===== src/hw/rtl/sms_pkg.sv =====
// Shared constants, types and helper functions for the stable merge sorter.
package sms_pkg;

    localparam int MAX_ITEMS  = 64;
    localparam int DATA_WIDTH = 32;
    localparam int PORT_WIDTH = 32;
    localparam int ADDR_W     = $clog2(MAX_ITEMS);
    localparam int CNT_W      = $clog2(MAX_ITEMS + 1);

    typedef logic [DATA_WIDTH-1:0] data_t;
    typedef logic [ADDR_W-1:0]     addr_t;
    typedef logic [CNT_W-1:0]      cnt_t;

    // which of the two memories an access goes to
    typedef enum logic {
        SEL_STORE   = 1'b0,
        SEL_SCRATCH = 1'b1
    } mem_sel_t;

    // merge engine command
    typedef struct packed {
        logic start;
        cnt_t count;
    } mrg_ctrl_t;

    // merge engine status
    typedef struct packed {
        logic     busy;
        logic     done;
        mem_sel_t res_sel;
    } mrg_stat_t;

    // merge engine memory access, one read and one write per cycle
    typedef struct packed {
        logic     rd_en;
        mem_sel_t rd_sel;
        addr_t    rd_addr;
        logic     wr_en;
        mem_sel_t wr_sel;
        addr_t    wr_addr;
        data_t    wr_data;
    } mem_req_t;

    // port value to stored value: low bits taken, sign extended when wider
    function automatic data_t to_data(input logic [PORT_WIDTH-1:0] v);
        logic signed [63:0] w;
        w = 64'($signed(v));
        return w[DATA_WIDTH-1:0];
    endfunction

    // stored value to port value, sign extended
    function automatic logic [PORT_WIDTH-1:0] to_port(input data_t d);
        logic signed [63:0] w;
        w = 64'($signed(d));
        return w[PORT_WIDTH-1:0];
    endfunction

endpackage


===== src/hw/rtl/sms_ram.sv =====
// Simple dual-port synchronous RAM with a registered read port.
module sms_ram #(
    parameter int DEPTH = 64,
    parameter int WIDTH = 32,
    localparam int AW   = $clog2(DEPTH)
) (
    input  logic             clk,
    input  logic             wr_en,
    input  logic [AW-1:0]    wr_addr,
    input  logic [WIDTH-1:0] wr_data,
    input  logic             rd_en,
    input  logic [AW-1:0]    rd_addr,
    output logic [WIDTH-1:0] rd_data
);

    logic [WIDTH-1:0] mem [DEPTH];

    // write port
    always_ff @(posedge clk)
    begin
        if (wr_en)
        begin
            mem[wr_addr] <= wr_data;
        end
    end

    // registered read port
    always_ff @(posedge clk)
    begin
        if (rd_en)
        begin
            rd_data <= mem[rd_addr];
        end
    end

endmodule


===== src/hw/rtl/sms_merger.sv =====
// Bottom-up merge engine: merges runs pass by pass between the two memories.
module sms_merger (
    input  logic              clk,
    input  logic              rst_n,
    input  sms_pkg::mrg_ctrl_t ctrl,
    input  sms_pkg::data_t    store_data,
    input  sms_pkg::data_t    scratch_data,
    output sms_pkg::mrg_stat_t stat,
    output sms_pkg::mem_req_t req
);
    import sms_pkg::*;

    localparam int SPAN_W = CNT_W + 2;
    typedef logic [SPAN_W-1:0] span_t;

    typedef enum logic [2:0] {
        M_IDLE,
        M_PASS,
        M_RUN,
        M_LOAD_A,
        M_LOAD_B,
        M_MERGE,
        M_FETCH
    } mstate_t;

    mstate_t  state_reg, state_next;
    mem_sel_t src_sel_reg, src_sel_next;
    cnt_t     n_reg, n_next;
    span_t    width_reg, width_next;
    cnt_t     lo_reg, lo_next;
    cnt_t     mid_reg, mid_next;
    cnt_t     hi_reg, hi_next;
    cnt_t     a_reg, a_next;
    cnt_t     b_reg, b_next;
    cnt_t     k_reg, k_next;
    data_t    head_a_reg, head_a_next;
    data_t    head_b_reg, head_b_next;
    logic     took_a_reg, took_a_next;

    data_t rd_data;
    span_t lo_w;
    span_t lo_2w;
    span_t n_span;
    logic  take_a;
    cnt_t  a_inc;
    cnt_t  b_inc;
    cnt_t  k_inc;

    // read data of the current source memory
    assign rd_data = (src_sel_reg == SEL_SCRATCH) ? scratch_data : store_data;

    assign n_span = span_t'(n_reg);
    assign lo_w   = span_t'(lo_reg) + width_reg;
    assign lo_2w  = lo_w + width_reg;
    assign a_inc  = a_reg + cnt_t'(1);
    assign b_inc  = b_reg + cnt_t'(1);
    assign k_inc  = k_reg + cnt_t'(1);

    // left run wins on ties, which keeps the sort stable
    assign take_a = (a_reg < mid_reg) &&
                    ((b_reg >= hi_reg) || ($signed(head_a_reg) <= $signed(head_b_reg)));

    // sequencer
    always_comb
    begin
        state_next   = state_reg;
        src_sel_next = src_sel_reg;
        n_next       = n_reg;
        width_next   = width_reg;
        lo_next      = lo_reg;
        mid_next     = mid_reg;
        hi_next      = hi_reg;
        a_next       = a_reg;
        b_next       = b_reg;
        k_next       = k_reg;
        head_a_next  = head_a_reg;
        head_b_next  = head_b_reg;
        took_a_next  = took_a_reg;

        req          = '0;
        req.rd_sel   = src_sel_reg;
        req.wr_sel   = mem_sel_t'(~src_sel_reg);
        stat.busy    = (state_reg != M_IDLE);
        stat.done    = 1'b0;
        stat.res_sel = src_sel_reg;

        case (state_reg)
            M_IDLE:
            begin
                if (ctrl.start)
                begin
                    n_next       = ctrl.count;
                    width_next   = span_t'(1);
                    src_sel_next = SEL_STORE;
                    state_next   = M_PASS;
                end
            end
            M_PASS:
            begin
                if (width_reg >= n_span)
                begin
                    stat.done  = 1'b1;
                    state_next = M_IDLE;
                end
                else
                begin
                    lo_next    = '0;
                    state_next = M_RUN;
                end
            end
            M_RUN:
            begin
                mid_next    = (lo_w > n_span) ? n_reg : lo_w[CNT_W-1:0];
                hi_next     = (lo_2w > n_span) ? n_reg : lo_2w[CNT_W-1:0];
                a_next      = lo_reg;
                b_next      = (lo_w > n_span) ? n_reg : lo_w[CNT_W-1:0];
                k_next      = lo_reg;
                req.rd_en   = 1'b1;
                req.rd_addr = lo_reg[ADDR_W-1:0];
                state_next  = M_LOAD_A;
            end
            M_LOAD_A:
            begin
                head_a_next = rd_data;
                if (b_reg < hi_reg)
                begin
                    req.rd_en   = 1'b1;
                    req.rd_addr = b_reg[ADDR_W-1:0];
                end
                state_next = M_LOAD_B;
            end
            M_LOAD_B:
            begin
                // value unused when the right run is empty
                head_b_next = rd_data;
                state_next  = M_MERGE;
            end
            M_MERGE:
            begin
                req.wr_en   = 1'b1;
                req.wr_addr = k_reg[ADDR_W-1:0];
                req.wr_data = take_a ? head_a_reg : head_b_reg;
                k_next      = k_inc;
                took_a_next = take_a;
                if (take_a)
                begin
                    a_next = a_inc;
                    if (a_inc < mid_reg)
                    begin
                        req.rd_en   = 1'b1;
                        req.rd_addr = a_inc[ADDR_W-1:0];
                    end
                end
                else
                begin
                    b_next = b_inc;
                    if (b_inc < hi_reg)
                    begin
                        req.rd_en   = 1'b1;
                        req.rd_addr = b_inc[ADDR_W-1:0];
                    end
                end
                if (k_inc == hi_reg)
                begin
                    if (lo_2w >= n_span)
                    begin
                        src_sel_next = mem_sel_t'(~src_sel_reg);
                        width_next   = width_reg + width_reg;
                        state_next   = M_PASS;
                    end
                    else
                    begin
                        lo_next    = lo_2w[CNT_W-1:0];
                        state_next = M_RUN;
                    end
                end
                else
                begin
                    state_next = M_FETCH;
                end
            end
            M_FETCH:
            begin
                if (took_a_reg)
                begin
                    head_a_next = rd_data;
                end
                else
                begin
                    head_b_next = rd_data;
                end
                state_next = M_MERGE;
            end
            default:
            begin
                state_next = M_IDLE;
            end
        endcase
    end

    // state and counters
    always_ff @(posedge clk or negedge rst_n)
    begin
        if (!rst_n)
        begin
            state_reg   <= M_IDLE;
            src_sel_reg <= SEL_STORE;
            n_reg       <= '0;
            width_reg   <= '0;
            lo_reg      <= '0;
            mid_reg     <= '0;
            hi_reg      <= '0;
            a_reg       <= '0;
            b_reg       <= '0;
            k_reg       <= '0;
            took_a_reg  <= 1'b0;
        end
        else
        begin
            state_reg   <= state_next;
            src_sel_reg <= src_sel_next;
            n_reg       <= n_next;
            width_reg   <= width_next;
            lo_reg      <= lo_next;
            mid_reg     <= mid_next;
            hi_reg      <= hi_next;
            a_reg       <= a_next;
            b_reg       <= b_next;
            k_reg       <= k_next;
            took_a_reg  <= took_a_next;
        end
    end

    // run heads
    always_ff @(posedge clk)
    begin
        head_a_reg <= head_a_next;
        head_b_reg <= head_b_next;
    end

`ifndef SYNTHESIS
    // output slot tracks the two run pointers
    assert property (@(posedge clk) disable iff (!rst_n)
        (state_reg == M_MERGE) |->
            (span_t'(k_reg) + span_t'(mid_reg) == span_t'(a_reg) + span_t'(b_reg)))
        else $error("merge output index out of step with run pointers");

    // something is left to merge whenever a write is due
    assert property (@(posedge clk) disable iff (!rst_n)
        (state_reg == M_MERGE) |-> ((a_reg < mid_reg || b_reg < hi_reg) && k_reg < hi_reg))
        else $error("merge step with both runs exhausted");

    // a finished sort goes back to idle and does not restart on its own
    assert property (@(posedge clk) disable iff (!rst_n)
        stat.done |=> (state_reg == M_IDLE) && !req.wr_en)
        else $error("merge engine kept running after done");
`endif

endmodule


===== src/hw/rtl/stable_merge_sort.sv =====
// Stable merge sorter top level: item loading, sort control and result emission.
//
// Loads signed values one per cycle until an item flagged last_item (up to
// MAX_ITEMS; later items are dropped and flagged on every result), then sorts
// them with a stable bottom-up merge between two single-port-pair RAMs and
// streams the sorted set out, marking the final value with last_out. Input is
// stalled from the last_item until the final result is taken. Each merge pass
// steps through its run pairs, loading both run heads for each pair and then
// writing one value per MERGE step with a FETCH between, because every merged
// value waits for one read of the source RAM; emission reads, captures and
// hands over each value in turn.
module stable_merge_sort (
    input  logic        clk,
    input  logic        rst_n,
    input  logic        in_valid,
    output logic        in_stall,
    input  logic [31:0] value,
    input  logic        last_item,
    output logic        out_valid,
    input  logic        out_stall,
    output logic [31:0] sorted_value,
    output logic        last_out,
    output logic        overflowed
);
    import sms_pkg::*;

    typedef enum logic [2:0] {
        S_LOAD,
        S_START,
        S_SORT,
        S_EMIT_RD,
        S_EMIT_CAP,
        S_EMIT_WAIT
    } tstate_t;

    tstate_t  state_reg, state_next;
    cnt_t     count_reg, count_next;
    logic     ovf_reg, ovf_next;
    mem_sel_t res_sel_reg, res_sel_next;
    cnt_t     idx_reg, idx_next;
    logic     out_valid_reg, out_valid_next;
    logic [PORT_WIDTH-1:0] sorted_value_reg, sorted_value_next;
    logic     last_out_reg, last_out_next;

    mrg_ctrl_t mctrl;
    mrg_stat_t mstat;
    mem_req_t  mreq;

    logic  in_acc;
    logic  out_acc;
    logic  store_fit;
    logic  em_rd;
    cnt_t  em_idx;
    data_t store_rd, scratch_rd, res_data;

    logic  st_wr_en, sc_wr_en, st_rd_en, sc_rd_en;
    addr_t st_wr_addr, st_rd_addr, sc_rd_addr;
    data_t st_wr_data;

    assign in_stall  = (state_reg != S_LOAD);
    assign in_acc    = in_valid && !in_stall;
    assign out_acc   = out_valid_reg && !out_stall;
    assign store_fit = (count_reg < cnt_t'(MAX_ITEMS));

    assign mctrl.start = (state_reg == S_START);
    assign mctrl.count = count_reg;

    assign res_data = (res_sel_reg == SEL_SCRATCH) ? scratch_rd : store_rd;

    // memory port steering: loader, merge engine, emitter
    always_comb
    begin
        if (in_acc && store_fit)
        begin
            st_wr_en   = 1'b1;
            st_wr_addr = count_reg[ADDR_W-1:0];
            st_wr_data = to_data(value);
        end
        else
        begin
            st_wr_en   = mreq.wr_en && (mreq.wr_sel == SEL_STORE);
            st_wr_addr = mreq.wr_addr;
            st_wr_data = mreq.wr_data;
        end
        sc_wr_en = mreq.wr_en && (mreq.wr_sel == SEL_SCRATCH);

        if (em_rd)
        begin
            st_rd_en   = (res_sel_reg == SEL_STORE);
            sc_rd_en   = (res_sel_reg == SEL_SCRATCH);
            st_rd_addr = em_idx[ADDR_W-1:0];
            sc_rd_addr = em_idx[ADDR_W-1:0];
        end
        else
        begin
            st_rd_en   = mreq.rd_en && (mreq.rd_sel == SEL_STORE);
            sc_rd_en   = mreq.rd_en && (mreq.rd_sel == SEL_SCRATCH);
            st_rd_addr = mreq.rd_addr;
            sc_rd_addr = mreq.rd_addr;
        end
    end

    // load, sort and emit control
    always_comb
    begin
        state_next        = state_reg;
        count_next        = count_reg;
        ovf_next          = ovf_reg;
        res_sel_next      = res_sel_reg;
        idx_next          = idx_reg;
        out_valid_next    = out_valid_reg;
        sorted_value_next = sorted_value_reg;
        last_out_next     = last_out_reg;
        em_rd             = 1'b0;
        em_idx            = idx_reg;

        case (state_reg)
            S_LOAD:
            begin
                if (in_acc)
                begin
                    if (store_fit)
                    begin
                        count_next = count_reg + cnt_t'(1);
                    end
                    else
                    begin
                        ovf_next = 1'b1;
                    end
                    if (last_item)
                    begin
                        state_next = S_START;
                    end
                end
            end
            S_START:
            begin
                state_next = S_SORT;
            end
            S_SORT:
            begin
                if (mstat.done)
                begin
                    res_sel_next = mstat.res_sel;
                    idx_next     = '0;
                    state_next   = S_EMIT_RD;
                end
            end
            S_EMIT_RD:
            begin
                em_rd      = 1'b1;
                state_next = S_EMIT_CAP;
            end
            S_EMIT_CAP:
            begin
                sorted_value_next = to_port(res_data);
                last_out_next     = (idx_reg + cnt_t'(1) == count_reg);
                out_valid_next    = 1'b1;
                state_next        = S_EMIT_WAIT;
            end
            S_EMIT_WAIT:
            begin
                if (out_acc)
                begin
                    out_valid_next = 1'b0;
                    if (last_out_reg)
                    begin
                        count_next = '0;
                        ovf_next   = 1'b0;
                        state_next = S_LOAD;
                    end
                    else
                    begin
                        // fetch the next value while this one is handed over
                        idx_next   = idx_reg + cnt_t'(1);
                        em_rd      = 1'b1;
                        em_idx     = idx_reg + cnt_t'(1);
                        state_next = S_EMIT_CAP;
                    end
                end
            end
            default:
            begin
                state_next = S_LOAD;
            end
        endcase
    end

    // state and registered outputs
    always_ff @(posedge clk or negedge rst_n)
    begin
        if (!rst_n)
        begin
            state_reg     <= S_LOAD;
            count_reg     <= '0;
            ovf_reg       <= 1'b0;
            res_sel_reg   <= SEL_STORE;
            idx_reg       <= '0;
            out_valid_reg <= 1'b0;
            last_out_reg  <= 1'b0;
        end
        else
        begin
            state_reg     <= state_next;
            count_reg     <= count_next;
            ovf_reg       <= ovf_next;
            res_sel_reg   <= res_sel_next;
            idx_reg       <= idx_next;
            out_valid_reg <= out_valid_next;
            last_out_reg  <= last_out_next;
        end
    end

    // output payload
    always_ff @(posedge clk)
    begin
        sorted_value_reg <= sorted_value_next;
    end

    assign out_valid    = out_valid_reg;
    assign sorted_value = sorted_value_reg;
    assign last_out     = last_out_reg;
    assign overflowed   = ovf_reg;

    sms_ram #(
        .DEPTH (MAX_ITEMS),
        .WIDTH (DATA_WIDTH)
    ) u_item_store (
        .clk     (clk),
        .wr_en   (st_wr_en),
        .wr_addr (st_wr_addr),
        .wr_data (st_wr_data),
        .rd_en   (st_rd_en),
        .rd_addr (st_rd_addr),
        .rd_data (store_rd)
    );

    sms_ram #(
        .DEPTH (MAX_ITEMS),
        .WIDTH (DATA_WIDTH)
    ) u_merge_scratch (
        .clk     (clk),
        .wr_en   (sc_wr_en),
        .wr_addr (mreq.wr_addr),
        .wr_data (mreq.wr_data),
        .rd_en   (sc_rd_en),
        .rd_addr (sc_rd_addr),
        .rd_data (scratch_rd)
    );

    sms_merger u_merger (
        .clk          (clk),
        .rst_n        (rst_n),
        .ctrl         (mctrl),
        .store_data   (store_rd),
        .scratch_data (scratch_rd),
        .stat         (mstat),
        .req          (mreq)
    );

`ifndef SYNTHESIS
    // no new item is taken while a result is pending
    assert property (@(posedge clk) disable iff (!rst_n)
        out_valid |-> in_stall)
        else $error("input accepted while a result is pending");

    // stored count never exceeds capacity
    assert property (@(posedge clk) disable iff (!rst_n)
        count_reg <= cnt_t'(MAX_ITEMS))
        else $error("item count beyond capacity");

    // taking the final result reopens the input with an empty set
    assert property (@(posedge clk) disable iff (!rst_n)
        (out_valid && !out_stall && last_out) |=>
            (!out_valid && !in_stall && count_reg == '0 && !overflowed))
        else $error("set not closed after final result");

    // the merge engine only runs while the top level waits for it
    assert property (@(posedge clk) disable iff (!rst_n)
        mstat.busy |-> (state_reg == S_SORT))
        else $error("merge engine active outside the sort phase");
`endif

endmodule


===== config.mk =====
export PLATFORM = sky130hd
export DESIGN_NAME = stable_merge_sort
export DESIGN_NICKNAME = d
export VERILOG_FILES = /design/src/hw/rtl/sms_pkg.sv /design/src/hw/rtl/sms_ram.sv /design/src/hw/rtl/sms_merger.sv /design/src/hw/rtl/stable_merge_sort.sv
export SDC_FILE = /design/constraint.sdc
export NUM_CORES = 2
export LEC_CHECK = 0
export BUFFER_PORTS_ARGS = -buffer_cell sky130_fd_sc_hd__buf_4
export CAP_MARGIN = 40
export CORE_MARGIN = 2
export CORE_UTILIZATION = 45
export DETAILED_ROUTE_END_ITERATION = 8
export RECOVER_POWER = 25
export SLEW_MARGIN = 0
export SYNTH_ARGS = -nofsm -noshare
export SYNTH_HDL_FRONTEND = slang
export SYNTH_SLANG_ARGS = --single-unit

===== constraint.sdc =====
create_clock -name clk -period 12.95 [get_ports clk]
set_input_delay 2.59 -clock clk [delete_from_list [all_inputs] [get_ports clk]]
set_output_delay 2.59 -clock clk [all_outputs]
set_load 0.05 [all_outputs]

==> impl_metrics.env <==
export IMPL_drive_gt1_frac=0.162
export IMPL_cts_hold_buf=0
export IMPL_htreeDepth=5
export IMPL_worst_slack_ns=4.13
export IMPL_portBuffers=72
export IMPL_fin_cells=15500
export IMPL_endpoint="u_item_store.mem[19][8]"
export IMPL_grt_overflow=0
export IMPL_crit_cells=9
export IMPL_synthesis_instances=9770
export IMPL_hold_viol_final=0
export IMPL_end_kind="flop"
export IMPL_synth_cell_type_count=74
export IMPL_die_w_um=617
export IMPL_synth_area_leaders="edfxtp_1, mux4_2, nand2_1"
export IMPL_critPathTopFamily="buffers and inverters"
export IMPL_ys_seq_elements=4340
export IMPL_postCtsSetupBuffers=0
export IMPL_slowest_stage="clkbuf_1"
export IMPL_p_switching_mw=12.0
export IMPL_r2r_cells=11
export IMPL_final_antenna_net_count=0
export IMPL_dp_cells=14600
export IMPL_core_area_um2=375000
export IMPL_combPwrFrac=0.245
export IMPL_layout_nets=10200
export IMPL_rows=225
export IMPL_netlist_area_um2=169000
export IMPL_vias=96100
export IMPL_numClockSinks=4340
export IMPL_top_regs="u_item_store.mem: 2048 flops, u_merge_scratch.mem: 2048 flops"
export IMPL_min_period_over_period=0.681
export IMPL_cts_tree="built"
export IMPL_clockPowerShare=0.314
export IMPL_synthArstFlopShare=0.0194
export IMPL_synth_main_ff_cell="edfxtp_1"
export IMPL_rsz0062_at_grt="false"
export IMPL_max_cap_violations=70
export IMPL_grt_max_degree=185
export IMPL_synth_edf_count=4256
export IMPL_grt_pass1_vias=93200
export IMPL_fin_skew_ns=0.0450
export IMPL_slowest_delay_ns=2.50
export IMPL_pwr_share_seq=0.441
export IMPL_numCtsBuffers=419
export IMPL_finish_utilization=0.512
export IMPL_pwr_density_cell_nw_per_um2=205
export IMPL_status="complete, but fails checks"
export IMPL_synth_nets=9906
export IMPL_r2r_start="u_merger.head_a_reg[10]"
export IMPL_final_common_cell="edfxtp_1"
export IMPL_critPathLaunchType="input port"
export IMPL_route_detailed_drc=0
export IMPL_gp_congestion=0.915
export IMPL_ctsRootBufferMaster="clkbuf_16"
export IMPL_synth_largest_area_cell="edfxtp_1"
export IMPL_io_pins=73
export IMPL_finalMaxSlewViolations=2469
export IMPL_grtUsageTotal=0.267
export IMPL_swShare=0.306
export IMPL_vias_per_cell=6.21
export IMPL_leakage_nw=63.8
export IMPL_cts_resized_gates=0
export IMPL_start_util=0.451
export IMPL_ir_drop_uv=184
export IMPL_cts_reportedPaths_clkPinSlew_ns=0.06
export IMPL_dp_hpwl_mm=280
export IMPL_dr_first_iter_drc_count=12700
export IMPL_ff2ff_setup_slack_ns=4.89
export IMPL_cp_num_buf_inv=3
export IMPL_critPathMaxFanout=44
export IMPL_die_y_um=617
export IMPL_setup_tns_ns=0
export IMPL_synth_seq_area_share=0.767
export IMPL_antenna_found_initial=43
export IMPL_maxSlewHeadroom=-1.61
export IMPL_grt_pass1_wl_mm=716
export IMPL_crit_type="input port to flop"
export IMPL_yosysTopAreaCellShare=0.755
export IMPL_area_growth_pct=13.5
export IMPL_first_pass_iters=7
export IMPL_worstSkewPairLatency_ns=0.94
export IMPL_crit_start="in_valid"
export IMPL_cp_required_ns=13.50
export IMPL_violations="max-capacitance violations, max-slew violations"
export IMPL_drt_wl_total_mm=516
export IMPL_yosysWarningCount=0
export IMPL_period_needed_ns=8.82
export IMPL_setup_viol=0
export IMPL_tightest_slew_ns=3.91
export IMPL_r2r_end="u_merge_scratch.mem[33][18]"
export IMPL_cp_cell_sequence="clkbuf_1, and3_1, nor2b_1, clkbuf_1, nand2_1, o21ai_0, nand2_1, nor2_4, buf_4"
export IMPL_clock_fmax_mhz=113
export IMPL_dieArea_um2=381000
export IMPL_mostFrequentLayoutCells="edfxtp_1, nand2_1, mux4_2"
export IMPL_cp_arrival_ns=9.38
export IMPL_min_path_type="flop to flop"
export IMPL_cts_buffer_depth=4
export IMPL_internal_power_mw=27.3
export IMPL_wl_per_cell_um=33.4
export IMPL_pre_cts_slack_ns=4.70
export IMPL_syn_avg_cell_area_um2=17.3
==> layer usage <==
| layer | routed length [µm] | GRT usage | vias up |
|---|---|---|---|
| met5 | 92 | 0 | - |
| met4 | 28200 | 0.130 | 14 |
| met3 | 46800 | 0.0458 | 1019 |
| met2 | 250000 | 0.437 | 5163 |
| met1 | 191000 | 0.346 | 50600 |
| li1 | - | - | 39300 |
==> stage by stage <==
stage	total power, mW	cell area, µm²	hold slack [ns]
CTS	39.5	193000	0.492
floorplan	23.8	169000	0.450
global placement	26.9	178000	0.472
global route	40.7	192000	0.512
detailed placement	27.3	179000	0.476
finish	39.3	192000	0.491
==> worst reg2reg max path, cell delays in order (launching register included) <==
cell and delay [ns]:
edfxtp_1 0.42, ha_1 0.32, nand4_1 0.12, nor4_1 0.62, a21boi_0 0.27, o31a_1 0.17, o31ai_1 0.13, nand2_2 0.11
clkbuf_1 1.97, mux2i_1 0.64, nor2_4 0.19, clkbuf_1 2.33
==> area by class of cell <==
cell class	count	area [µm²]
clock buffer	509	11000
fill	30100	183000
inverter	79	297
sequential	4340	130000
multi-input combinational	4794	38400
tap	4994	6250
clock inverter	253	2690
timing repair buffer	416	3370
antenna	87	218
==> Yosys cell counts, types with 7 or more instances <==
cell and count:
dfrtp_1 84, a32oi_1 221, nand4_1 282, a22o_1 14, o31ai_1 36, nand2b_1 18
and2_1 8, a22oi_1 271, ha_1 98, mux2i_1 299, o2111ai_1 12, nor2_1 253
or2_2 7, and3_1 32, buf_4 15, mux4_2 544, o21a_1 21, nand3_1 508
xor2_1 21, buf_1 76, a211oi_1 9, o21ai_0 76, nor3_1 25, edfxtp_1 4256
nor2b_1 16, a21oi_1 76, xnor2_1 29, or3_1 56, mux2_2 73, inv_1 79
nand2_1 1653, a31oi_1 30, a21o_1 13, clkbuf_1 319, buf_2 145
==> power by group through the flow <==
stage               logic, mW  clock network (mW)  registers [mW]
finish                   9.63                12.4            17.4
global route             10.3                13.0            17.4
floorplan                6.26                   0            17.5
CTS                      9.70                12.5            17.3
detailed placement       9.68                   0            17.6
global placement         9.34                   0            17.6
==> kinds of logic (layout without fill, tap and decap cells) <==
kind of cell / count (synthesis) / after routing / synth area share
flops: 4340 / 4340 / 0.767
xor+xnor: 50 / 50 / 0.00259
buf+inv: 636 / 1257 / 0.0156
other cells: 0 / 87 / 0
fa+ha+maj: 99 / 99 / 0.00736
mux: 916 / 916 / 0.0949
simple gates: 2881 / 2881 / 0.0746
compound gates: 848 / 848 / 0.0375
==> how the worst min path moves through the flow <==
stage | slack [ns] | endpoint | startpoint | cells after the start
2_1_floorplan | 0.45 | u_merger.hi_reg[6] | u_merger.hi_reg[6] | 2
3_3_place_gp | 0.47 | u_merger.mid_reg[5] | u_merger.mid_reg[5] | 2
3_5_place_dp | 0.48 | u_merger.mid_reg[6] | u_merger.mid_reg[6] | 2
4_1_cts | 0.49 | u_merger.mid_reg[5] | u_merger.mid_reg[5] | 2
5_1_grt | 0.51 | u_merger.mid_reg[6] | u_merger.mid_reg[6] | 2
6_report | 0.49 | u_merger.mid_reg[1] | u_merger.mid_reg[1] | 2
Note: power is estimated with default switching activity, not from simulation.
